--- src/pospid_pkg.sv ---
// pospid_pkg: shared types and constants of the positional PID controller.
// Holds the configuration register layout, field widths and beat kinds.
// No dependencies.
package pospid_pkg;

    localparam int DATA_WIDTH_DEF = 16;
    localparam int GAIN_FRAC_DEF  = 8;

    localparam int GAIN_W      = 16;
    localparam int LIMIT_W     = 15;
    localparam int INTEGRAL_W  = 24;
    localparam int CFG_IDX_W   = 3;
    localparam int CFG_DATA_W  = 16;

    localparam logic [LIMIT_W-1:0] DEADBAND_RESET = LIMIT_W'(5);

    typedef enum logic [CFG_IDX_W-1:0] {
        CFG_KP_GAIN        = 3'd0,
        CFG_KI_GAIN        = 3'd1,
        CFG_KD_GAIN        = 3'd2,
        CFG_OUTPUT_LIMIT   = 3'd3,
        CFG_INTEGRAL_BOUND = 3'd4,
        CFG_DEADBAND_WIDTH = 3'd5
    } t_cfg_index;

    localparam logic KIND_SAMPLE = 1'b0;
    localparam logic KIND_CLEAR  = 1'b1;

    typedef struct packed {
        logic signed [GAIN_W-1:0] kp_gain;
        logic signed [GAIN_W-1:0] ki_gain;
        logic signed [GAIN_W-1:0] kd_gain;
        logic [LIMIT_W-1:0]       output_limit;
        logic [LIMIT_W-1:0]       integral_bound;
        logic [LIMIT_W-1:0]       deadband_width;
    } t_cfg;

endpackage

--- src/position_pid_with_limits.sv ---
// position_pid_with_limits: positional PID controller, top level.
// Input register, control law with state, result register, config bank.
// Depends on pospid_pkg, pospid_cfg and pospid_law.
//
// Usage:
//   Slave stream carries samples: tdata = measured (low), target (high);
//   tuser = kind (sample or clear). Master stream returns one result per
//   input beat: tdata = drive, tuser = output_saturated.
//   Configuration is a plain write port (enable, index, data); the user
//   writes it only while no beat is in flight (the block does not enforce it).
// Timing:
//   A beat accepted into the input register passes through the whole control
//   law (three multiplies, sums, clamps, deadband) into the result register,
//   from which the result is offered.
//   Throughput is one beat per cycle while the receiver does not stall; the
//   integral and error update is made as each beat moves into the result register.
// Reset and stall:
//   Reset empties both registers, zeroes the integral and error history
//   and loads the default gains, limits and deadband. When the receiver
//   stalls, the result holds and one further beat waits in the input
//   register; tready drops only when both are full.
module position_pid_with_limits #(
    parameter int DATA_WIDTH     = pospid_pkg::DATA_WIDTH_DEF,
    parameter int GAIN_FRAC_BITS = pospid_pkg::GAIN_FRAC_DEF
) (
    input  logic                                  i_clk,
    input  logic                                  i_rst_n,
    input  logic                                  i_cfg_we,
    input  logic [pospid_pkg::CFG_IDX_W-1:0]      i_cfg_index,
    input  logic [pospid_pkg::CFG_DATA_W-1:0]     i_cfg_data,
    input  logic                                  i_s_tvalid,
    output logic                                  o_s_tready,
    // measured, target
    input  logic [((2*DATA_WIDTH+7)/8)*8-1:0]     i_s_tdata,
    // kind
    input  logic                                  i_s_tuser,
    output logic                                  o_m_tvalid,
    input  logic                                  i_m_tready,
    // drive
    output logic [((DATA_WIDTH+7)/8)*8-1:0]       o_m_tdata,
    // output_saturated
    output logic                                  o_m_tuser
);

    localparam int ODW = ((DATA_WIDTH + 7) / 8) * 8;

    pospid_pkg::t_cfg cfg;

    logic                         r_in_valid;
    logic                         r_in_kind;
    logic signed [DATA_WIDTH-1:0] r_in_measured;
    logic signed [DATA_WIDTH-1:0] r_in_target;
    logic                         r_out_valid;
    logic [DATA_WIDTH-1:0]        r_out_drive;
    logic                         r_out_sat;

    logic                         advance;
    logic                         step;
    logic [DATA_WIDTH-1:0]        law_drive;
    logic                         law_sat;

    assign advance    = !r_out_valid || i_m_tready;
    assign o_s_tready = !r_in_valid || advance;
    assign step       = advance && r_in_valid;

    pospid_cfg u_cfg (
        .i_clk       (i_clk),
        .i_rst_n     (i_rst_n),
        .i_cfg_we    (i_cfg_we),
        .i_cfg_index (i_cfg_index),
        .i_cfg_data  (i_cfg_data),
        .o_cfg       (cfg)
    );

    pospid_law #(
        .DATA_WIDTH     (DATA_WIDTH),
        .GAIN_FRAC_BITS (GAIN_FRAC_BITS)
    ) u_law (
        .i_clk              (i_clk),
        .i_rst_n            (i_rst_n),
        .i_en               (step),
        .i_clear            (r_in_kind == pospid_pkg::KIND_CLEAR),
        .i_measured         (r_in_measured),
        .i_target           (r_in_target),
        .i_cfg              (cfg),
        .o_drive            (law_drive),
        .o_output_saturated (law_sat)
    );

    always_ff @(posedge i_clk) begin
        if (!i_rst_n) begin
            r_in_valid <= 1'b0;
        end else if (o_s_tready) begin
            r_in_valid <= i_s_tvalid;
        end
    end

    always_ff @(posedge i_clk) begin
        if (i_s_tvalid && o_s_tready) begin
            r_in_kind     <= i_s_tuser;
            r_in_measured <= signed'(i_s_tdata[DATA_WIDTH-1:0]);
            r_in_target   <= signed'(i_s_tdata[2*DATA_WIDTH-1:DATA_WIDTH]);
        end
    end

    always_ff @(posedge i_clk) begin
        if (!i_rst_n) begin
            r_out_valid <= 1'b0;
        end else if (advance) begin
            r_out_valid <= r_in_valid;
        end
    end

    always_ff @(posedge i_clk) begin
        if (step) begin
            r_out_drive <= law_drive;
            r_out_sat   <= law_sat;
        end
    end

    assign o_m_tvalid = r_out_valid;
    assign o_m_tdata  = ODW'(r_out_drive);
    assign o_m_tuser  = r_out_sat;

    a_clear_gives_zero: assert property (@(posedge i_clk) disable iff (!i_rst_n)
        (step && r_in_kind == pospid_pkg::KIND_CLEAR)
        |=> (r_out_drive == '0 && r_out_sat == 1'b0 && r_out_valid))
        else $error("clear beat did not give a zero result");

    a_held_beat_kept: assert property (@(posedge i_clk) disable iff (!i_rst_n)
        (r_in_valid && !advance) |=> r_in_valid)
        else $error("waiting input beat lost");

    a_step_fills_output: assert property (@(posedge i_clk) disable iff (!i_rst_n)
        step |=> r_out_valid)
        else $error("processed beat did not reach result register");

endmodule

--- src/pospid_cfg.sv ---
// pospid_cfg: configuration register bank of the PID controller.
// Takes plain register writes and presents them as one struct.
// Depends on pospid_pkg.
module pospid_cfg (
    input  logic                                i_clk,
    input  logic                                i_rst_n,
    input  logic                                i_cfg_we,
    input  logic [pospid_pkg::CFG_IDX_W-1:0]    i_cfg_index,
    input  logic [pospid_pkg::CFG_DATA_W-1:0]   i_cfg_data,
    output pospid_pkg::t_cfg                    o_cfg
);

    pospid_pkg::t_cfg r_cfg;

    always_ff @(posedge i_clk) begin
        if (!i_rst_n) begin
            r_cfg.kp_gain        <= '0;
            r_cfg.ki_gain        <= '0;
            r_cfg.kd_gain        <= '0;
            r_cfg.output_limit   <= '0;
            r_cfg.integral_bound <= '0;
            r_cfg.deadband_width <= pospid_pkg::DEADBAND_RESET;
        end else if (i_cfg_we) begin
            case (i_cfg_index)
                pospid_pkg::CFG_KP_GAIN: begin
                    r_cfg.kp_gain <= signed'(i_cfg_data[pospid_pkg::GAIN_W-1:0]);
                end
                pospid_pkg::CFG_KI_GAIN: begin
                    r_cfg.ki_gain <= signed'(i_cfg_data[pospid_pkg::GAIN_W-1:0]);
                end
                pospid_pkg::CFG_KD_GAIN: begin
                    r_cfg.kd_gain <= signed'(i_cfg_data[pospid_pkg::GAIN_W-1:0]);
                end
                pospid_pkg::CFG_OUTPUT_LIMIT: begin
                    r_cfg.output_limit <= i_cfg_data[pospid_pkg::LIMIT_W-1:0];
                end
                pospid_pkg::CFG_INTEGRAL_BOUND: begin
                    r_cfg.integral_bound <= i_cfg_data[pospid_pkg::LIMIT_W-1:0];
                end
                pospid_pkg::CFG_DEADBAND_WIDTH: begin
                    r_cfg.deadband_width <= i_cfg_data[pospid_pkg::LIMIT_W-1:0];
                end
                default: begin
                end
            endcase
        end
    end

    assign o_cfg = r_cfg;

endmodule

--- src/pospid_law.sv ---
// pospid_law: control law of the PID controller with its loop state.
// Error, P/I/D products, integral and output clamps, deadband; holds the
// integral and previous error. Depends on pospid_pkg.
module pospid_law #(
    parameter int DATA_WIDTH     = pospid_pkg::DATA_WIDTH_DEF,
    parameter int GAIN_FRAC_BITS = pospid_pkg::GAIN_FRAC_DEF
) (
    input  logic                          i_clk,
    input  logic                          i_rst_n,
    input  logic                          i_en,
    input  logic                          i_clear,
    input  logic signed [DATA_WIDTH-1:0]  i_measured,
    input  logic signed [DATA_WIDTH-1:0]  i_target,
    input  pospid_pkg::t_cfg              i_cfg,
    output logic [DATA_WIDTH-1:0]         o_drive,
    output logic                          o_output_saturated
);

    localparam int GW  = pospid_pkg::GAIN_W;
    localparam int LW  = pospid_pkg::LIMIT_W;
    localparam int IW  = pospid_pkg::INTEGRAL_W;
    localparam int EW  = DATA_WIDTH + 1;
    localparam int DEW = DATA_WIDTH + 2;
    localparam int SW0 = GW + DATA_WIDTH + 4;
    localparam int SW  = (SW0 > IW + 2) ? SW0 : IW + 2;
    localparam int LSW = LW + GAIN_FRAC_BITS + 1;
    localparam int CW  = ((SW > LSW) ? SW : LSW) + 1;

    localparam logic signed [CW-1:0] IMAX = signed'(CW'({(IW-1){1'b1}}));
    localparam logic signed [CW-1:0] IMIN = ~IMAX;

    logic signed [IW-1:0]     r_integral;
    logic signed [EW-1:0]     r_prev_err;

    logic signed [EW-1:0]     err;
    logic signed [DEW-1:0]    derr;
    logic signed [GW+EW-1:0]  p_term;
    logic signed [GW+EW-1:0]  i_inc;
    logic signed [GW+DEW-1:0] d_term;
    logic signed [SW-1:0]     itot;
    logic signed [SW-1:0]     sum;
    logic signed [CW-1:0]     itot_c;
    logic signed [CW-1:0]     sum_c;
    logic signed [CW-1:0]     ibound;
    logic signed [CW-1:0]     olimit;
    logic signed [CW-1:0]     iclamp;
    logic signed [CW-1:0]     isat;
    logic signed [CW-1:0]     clamped;
    logic                     sat;
    logic [CW-1:0]            mag;
    logic [CW-1:0]            db_thr;
    logic [CW-1:0]            mag_db;
    logic [CW-1:0]            mag_int;
    logic [CW-1:0]            drive_full;
    logic signed [IW-1:0]     n_integral;

    assign err    = EW'(i_target) - EW'(i_measured);
    assign derr   = DEW'(err) - DEW'(r_prev_err);
    assign p_term = (GW+EW)'(i_cfg.kp_gain) * (GW+EW)'(err);
    assign i_inc  = (GW+EW)'(i_cfg.ki_gain) * (GW+EW)'(err);
    assign d_term = (GW+DEW)'(i_cfg.kd_gain) * (GW+DEW)'(derr);
    assign itot   = SW'(r_integral) + SW'(i_inc);
    assign sum    = SW'(p_term) + itot + SW'(d_term);

    assign itot_c = CW'(itot);
    assign sum_c  = CW'(sum);
    assign ibound = signed'(CW'(i_cfg.integral_bound) << GAIN_FRAC_BITS);
    assign olimit = signed'(CW'(i_cfg.output_limit) << GAIN_FRAC_BITS);
    assign db_thr = CW'(i_cfg.deadband_width) << GAIN_FRAC_BITS;

    always_comb begin
        if (itot_c > ibound) begin
            iclamp = ibound;
        end else if (itot_c < -ibound) begin
            iclamp = -ibound;
        end else begin
            iclamp = itot_c;
        end
        if (iclamp > IMAX) begin
            isat = IMAX;
        end else if (iclamp < IMIN) begin
            isat = IMIN;
        end else begin
            isat = iclamp;
        end
        n_integral = IW'(isat);

        if (sum_c > olimit) begin
            clamped = olimit;
            sat     = 1'b1;
        end else if (sum_c < -olimit) begin
            clamped = -olimit;
            sat     = 1'b1;
        end else begin
            clamped = sum_c;
            sat     = 1'b0;
        end

        mag = clamped[CW-1] ? unsigned'(-clamped) : unsigned'(clamped);
        if ((i_cfg.deadband_width != '0) && (mag < db_thr)) begin
            mag_db = '0;
        end else begin
            mag_db = mag;
        end
        mag_int    = mag_db >> GAIN_FRAC_BITS;
        drive_full = clamped[CW-1] ? (~mag_int + CW'(1)) : mag_int;

        if (i_clear) begin
            o_drive            = '0;
            o_output_saturated = 1'b0;
        end else begin
            o_drive            = drive_full[DATA_WIDTH-1:0];
            o_output_saturated = sat;
        end
    end

    always_ff @(posedge i_clk) begin
        if (!i_rst_n) begin
            r_integral <= '0;
            r_prev_err <= '0;
        end else if (i_en) begin
            if (i_clear) begin
                r_integral <= '0;
                r_prev_err <= '0;
            end else begin
                r_integral <= n_integral;
                r_prev_err <= err;
            end
        end
    end

    a_clear_zeroes_state: assert property (@(posedge i_clk) disable iff (!i_rst_n)
        (i_en && i_clear) |=> (r_integral == '0 && r_prev_err == '0))
        else $error("loop state not zeroed by clear beat");

    a_state_holds_when_idle: assert property (@(posedge i_clk) disable iff (!i_rst_n)
        !i_en |=> ($stable(r_integral) && $stable(r_prev_err)))
        else $error("loop state changed without a beat");

endmodule

--- config.mk ---
export PLATFORM = sky130hd
export DESIGN_NAME = position_pid_with_limits
export DESIGN_NICKNAME = d
export VERILOG_FILES = /design/src/pospid_pkg.sv /design/src/position_pid_with_limits.sv /design/src/pospid_cfg.sv /design/src/pospid_law.sv
export SDC_FILE = /design/constraint.sdc
export NUM_CORES = 2
export LEC_CHECK = 0
export ABC_AREA = 1
export BUFFER_PORTS_ARGS = -buffer_cell sky130_fd_sc_hd__buf_4
export CAP_MARGIN = 20
export CORE_UTILIZATION = 40
export DETAILED_ROUTE_END_ITERATION = 10
export GPL_TIMING_DRIVEN = 0
export PLACE_DENSITY = 0.55
export SYNTH_ARGS = -nofsm -noshare
export SYNTH_HDL_FRONTEND = slang
export SYNTH_SLANG_ARGS = --single-unit
--- constraint.sdc ---
create_clock -name i_clk -period 40.9 [get_ports i_clk]
set_input_delay 2.045 -clock i_clk [delete_from_list [all_inputs] [get_ports i_clk]]
set_output_delay 2.045 -clock i_clk [all_outputs]
set_load 0.005 [all_outputs]
Yosys cells after proc, flatten, opt, wreduce, memory -nomap -nowiden:

Cells that the tools add are included.

* add/sub/neg operators: 9
* $mul: 3
* $lt $le $gt $ge: 7
* equal/unequal tests: 5
* multiplexer cells: 13
* bitwise gates (word level): 1
* reduce and logical (&&, ||, !) cells: 15

Operators with widths (count)
* two-way mux 37 bit: 5
* two-way mux 24 bit: 4
* negation 23 -> 37 bit: 2
* multiplier 16 x 17 -> 33 bit: 2
* greater-than comparator 37 x 24 -> 1 bit, second input constant: 1
* less-than comparator 34 x 37 -> 1 bit: 1
* less-than comparator 36 x 37 -> 1 bit: 1
* less-than comparator 37 x 23 -> 1 bit: 1
* less-than comparator 37 x 24 -> 1 bit, second input constant: 1
* negation 37 bit: 1
* adder 36 x 34 -> 36 bit: 1
* greater-than comparator 36 x 24 -> 1 bit: 1
* adder 33 x 34 -> 35 bit: 1
* adder 24 x 33 -> 34 bit: 1
* greater-than comparator 34 x 24 -> 1 bit: 1
* multiplier 16 x 18 -> 34 bit: 1
* subtractor 17 x 17 -> 18 bit: 1
* two-way mux 17 bit: 1
* subtractor 16 x 16 -> 17 bit: 1
* adder 16 x 1 -> 16 bit, second input constant: 1
* two-way mux 16 bit: 1
* inverter 16 bit: 1
* nonzero test 15 bit: 1
* AND reduction 2 bit: 6
* 8 further kinds: 15

* bits in registers: 186
* bits of input ports: 57
* output and inout bits: 19
* word-level logic and storage cells: 68

Longest topological paths before layout:

* word-level depth: 16
* depth in mapped cells: 121

Hierarchy:

From an unflattened synthesis, not the netlist that was laid out.

* cell total of the unflattened synthesis: 6163
* area, all modules: 48472.7 sq um

Modules (own cells, without submodules)
* pospid_law: instances 1, cells an instance 5565, area each 43105.1 sq um
* pospid_cfg: instances 1, cells an instance 535, area each 3771.1 sq um
* position_pid_with_limits: instances 1, cells an instance 63, area each 1596.5 sq um

Worst setup path before layout:

OpenSTA, ideal clock, no wires.

* path kind: flip-flop to flip-flop
* from: reg r_in_target[2]
* to: reg r_out_drive[12] (netlist: o_m_tdata[12]) (data pin)
* setup time: 0.255 ns
* data arrival time: 20.035 ns
* slack: 20.610 ns
* stages on the path, launching flop included: 116
* buffers on the path: 3
* cells stage by stage: edfxtp_1 > ha_1 > a21oi_1 > and2_1 > inv_1 > a21oi_1 > inv_1 > a21oi_1 > or2_2 > nand2_1 > a21oi_1 > or2_2 > nand2_1 > a21oi_1 > inv_1 > a21oi_1 > o21bai_1 > nand3_1 > [... 80 more ...] > nand2_2 > xor2_1 > inv_1 > ha_1 > nand2_1 > nor2_1 > a2111oi_0 > a21oi_1 > nor3_2 > nand3_2 > buf_2 > nand2_1 > ha_1 > nand3_2 > nand2_2 > nand3_1 > nand2_1 > nor2_1

* cells in the longest elaborated chain, start to end: 16
* elaborated cells between the ends (all ways): 20
* those cells by class: add/sub: 7; mul: 3; order compare: 3; mux: 5; bitwise: 1; reduce/logical: 1

Ends and longest elaborated chain
* start: declaration: RTL line position_pid_with_limits.sv:52 `logic signed [DATA_WIDTH-1:0] r_in_target;`
* start signal: assignment: RTL line position_pid_with_limits.sv:102 `r_in_target <= signed'(i_s_tdata[2*DATA_WIDTH-1:DATA_WIDTH]);`
* subtractor 16 x 16 -> 17 bit (*): RTL line pospid_law.sv:57 `assign err = EW'(i_target) - EW'(i_measured);`
* multiplier 16 x 17 -> 33 bit: RTL line pospid_law.sv:60 `assign i_inc = (GW+EW)'(i_cfg.ki_gain) * (GW+EW)'(err);`
* adder 24 x 33 -> 34 bit: RTL line pospid_law.sv:62 `assign itot = SW'(r_integral) + SW'(i_inc);`
* adder 33 x 34 -> 35 bit: RTL line pospid_law.sv:63 `assign sum = SW'(p_term) + itot + SW'(d_term);`
* adder 36 x 34 -> 36 bit (*): RTL line pospid_law.sv:63
* less-than comparator 36 x 37 -> 1 bit: RTL line pospid_law.sv:91 `end else if (sum_c < -olimit) begin`
* two-way mux 37 bit: RTL line pospid_law.sv:91
* two-way mux 37 bit (*): RTL line pospid_law.sv:88 `if (sum_c > olimit) begin`
* negation 37 bit: RTL line pospid_law.sv:99 `mag = clamped[CW-1] ? unsigned'(-clamped) : unsigned'(clamped);`
* two-way mux 37 bit: RTL line pospid_law.sv:99
* less-than comparator 37 x 23 -> 1 bit: RTL line pospid_law.sv:100 `if ((i_cfg.deadband_width != '0) && (mag < db_thr)) begin`
* logical AND 1 bit: RTL line pospid_law.sv:100
* two-way mux 24 bit: RTL line pospid_law.sv:100
* inverter 16 bit: RTL line pospid_law.sv:106 `drive_full = clamped[CW-1] ? (~mag_int + CW'(1)) : mag_int;`
* adder 16 x 1 -> 16 bit: RTL line pospid_law.sv:106
* two-way mux 16 bit (*): RTL line pospid_law.sv:106
* end signal: assignment: RTL line position_pid_with_limits.sv:116 `r_out_drive <= law_drive;`
* end: declaration: RTL line position_pid_with_limits.sv:54 `logic [DATA_WIDTH-1:0] r_out_drive;`

Every way passes the cells marked *; elsewhere a longest branch is shown, timed or not.
A chain may end at the register's enable or synchronous reset.

Worst setup path in the final report:

* from: reg r_in_target[2]
* to: reg r_out_drive[14] (netlist: o_m_tdata[14]) (data pin)

Same word-level chain as after synthesis.

==> results.json <==
{
  "worst_pin_slew_ps": 1224,
  "fillers": 12260,
  "firstDrtPassIters": 7,
  "cts_made_buffers": 17,
  "cts_setup_buffers": 0,
  "numPortBuffers": 75,
  "synthTopCellsByArea": "fa_1 40%, ha_1 11%, inv_1 11%, nand2_1 9.7%, dfxtp_1 5.7%",
  "cts_resized": 0,
  "grt_pass1_vias": 41260,
  "crit_buf_inv": 24,
  "worstHoldPathType": "flip-flop to flip-flop",
  "tns_ps": 0,
  "syn_nets": 7500,
  "clk_latency_ps": 540,
  "core_area_sq_um": 118700,
  "fin_crit_sh_pct": 60.32,
  "grt_pass1_wl_mm": 251.2,
  "antenna_left": 0,
  "final-max-slew-violation-count": 0,
  "cp_top_family": "adder cells",
  "skew_ps": 20.06,
  "critPathArrivalTime_ps": 24960,
  "rsz0062_at_grt": "no",
  "cts_hold_buf": 0,
  "cp.required_ps": 41190,
  "synth.avg_cell_area_sq_um": 7.970,
  "finalHoldViolations": 0,
  "setup_viol": 0,
  "ios": 76,
  "yosysWarnings": 0,
  "syn_area_sq_um": 48160,
  "ys.flop_type": "dfxtp_1",
  "wl_per_cell_um": 21.42,
  "final_layout_size_suffix_gt1_share_pct": 3.962,
  "critPathCaptureType": "flip-flop",
  "cap_violations": 0,
  "routed_via_density": 5.135,
  "cp_max_fo": 10,
  "grt_overflow": 0,
  "yosys.area.top_type": "fa_1",
  "yosysSeqAreaShare_pct": 8.771,
  "path_class": "flip-flop to flip-flop",
  "grt.total_usage_pct": 27.97,
  "cts_htree_levels": 4,
  "routed_wl_mm": 166.4,
  "slowest_delay_ps": 930,
  "vias": 39890,
  "hpwl_mm": 140.6,
  "drtIter0Drc": 3256,
  "die_h_um": 349.0,
  "timing.slew.headroom_pct": 18.37,
  "ys_ff_latch": 186,
  "drc": 0,
  "cts_buffer_depth": 2,
  "synth_top_cell_area_share_pct": 39.99,
  "gp_congestion": 1.007,
  "status": "complete, no violations",
  "cts_root_buf": "clkbuf_16",
  "fp.dieArea_sq_um": 121800,
  "critPathLaunchType": "flip-flop",
  "yosys.cell_types.count": 58,
  "start_util_pct": 40.57,
  "synth_edf_count": 50,
  "synth_cells": 6043,
  "nets": 7602,
  "post-route-min-period_ps": 24670,
  "clk_pin_slew_worst_paths_ps": 90,
  "num_rows": 126,
  "crit_path_top_delay_cell": "clkbuf_1",
  "clock_sinks": 186,
  "grt_max_degree": 34,
  "cts_tree": "yes",
  "crit_top_cell": "nand2_1",
  "async_reset_ff_share_pct": 0,
  "antenna_found_initial": 16,
  "die_width_um": 349.0,
  "max_freq_mhz": 40.53,
  "areaGrowthSynthToFinish_pct": 6.848
}
-- sequential cells by signal, summed over array words and instances (netlist names) --
register	flops
u_law.r_integral	24
r_in_valid	1
r_in_kind	1
o_m_tvalid	1
u_cfg.o_cfg	93
o_m_tuser	1
u_law.r_prev_err	17
r_in_target	16
o_m_tdata	16
r_in_measured	16
-- Yosys cell counts (all sizes together), types with 7 or more instances --
| cell | instances |
|---|---|
| a21boi | 8 |
| a21o | 8 |
| a21oi | 283 |
| a31oi | 12 |
| buf | 21 |
| clkbuf | 163 |
| clkinv | 24 |
| dfxtp | 136 |
| edfxtp | 50 |
| fa | 962 |
| ha | 438 |
| inv | 1466 |
| nand2 | 1272 |
| nand3 | 165 |
| nand3b | 11 |
| nand4 | 35 |
| nor2 | 545 |
| nor3 | 31 |
| nor4 | 9 |
| o211ai | 21 |
| o21ai | 162 |
| o21bai | 7 |
| or2 | 35 |
| xnor2 | 48 |
| xor2 | 95 |
-- layout by cell type (no fill, tap or decap), types with 11 or more instances in the layout --
cell and instances:
ha_1 438, o21ai_0 156, or2_2 31, clkinv_1 23, nand3_2 11, nand2_1 1247
o211ai_1 21, edfxtp_1 50, a21oi_1 281, inv_1 1458, buf_4 77, nand2_2 21
fa_1 962, nand3_1 153, nor2_1 522, nand3b_1 11, nor2_2 16, clkbuf_16 17
xor2_1 95, diode_2 11, xnor2_1 47, buf_2 12, dfxtp_1 136, nor3_1 29
clkbuf_1 163, a31oi_1 12, nand4_1 32
-- final timing paths --
check	start	to	slack [ps]	cells after the start
setup / recovery	r_in_target[2]$_DFFE_PP_	o_m_tdata[14]$_SDFFCE_PP0P_	16230	118
setup reg to reg	r_in_target[2]$_DFFE_PP_	o_m_tdata[14]$_SDFFCE_PP0P_	16230	118
hold reg to reg	u_law.r_prev_err[12]$_SDFFE_PN0P_	u_law.r_prev_err[12]$_SDFFE_PN0P_	470	2
hold / removal	u_law.r_prev_err[12]$_SDFFE_PN0P_	u_law.r_prev_err[12]$_SDFFE_PN0P_	470	2
-- routing by layer --
metal | track usage, % | part of all wire [%] | vias to the layer above
li1 | - | - | 18170
met1 | 35.13 | 40 | 19790
met2 | 47.20 | 47 | 1581
met3 | 4.343 | 7.2 | 349
met4 | 12.76 | 5.1 | 2
met5 | 0 | 0.010 | -
-- cell type report --
| type | instances | area, sq um | area share, % |
|---|---|---|---|
| clock inverters | 14 | 171.4 | 0.3331 |
| repair buffers | 83 | 644.4 | 1.252 |
| diodes | 11 | 27.53 | 0.05349 |
| multi-input cells | 4183 | 37620 | 73.11 |
| inverters | 1490 | 5594 | 10.87 |
| clock buffers | 18 | 439.2 | 0.8535 |
| flip-flops and latches | 186 | 4224 | 8.209 |
| plain buffers | 184 | 733.2 | 1.425 |
| well taps | 1600 | 2002 | 3.890 |
-- per-stage QoR --
| stage | utilization, % | instance area [sq um] | setup slack [ps] | hold slack [ps] | cells |
|---|---|---|---|---|---|
| 2_1_floorplan | - | 48160 | 20610 | 445.3 | 6043 |
| 3_5_place_dp | 42.79 | 50790 | 16340 | 455.3 | 7723 |
| 5_1_grt | 43.33 | 51440 | 14680 | 491.3 | 7761 |
| 3_3_place_gp | 42.73 | 50720 | 16250 | 456.5 | 7718 |
| 6_report | 43.35 | 51460 | 16230 | 468.9 | 7769 |
| 4_1_cts | 43.30 | 51400 | 16240 | 467.0 | 7755 |
-- worst min-delay path, stage by stage (launching register included) --
cell and delay (ps):
dfxtp_1 320, nand2_1 60, a21oi_1 50
-- logic make-up after synthesis --
family                   after synthesis  share of synthesized area, %
AND/OR/NAND/NOR                     2110                         18.11
buffers and inverters               1674                         13.14
adder cells (fa/ha/maj)             1400                         51.37
AO/OA/AOI/OAI                        530                         6.009
flip-flops                           186                         8.771
XOR/XNOR                             143                         2.601
Power is left out: the tool's default activity adds up to more than one toggle a clock period on the data nets, which glitch-free logic cannot reach.
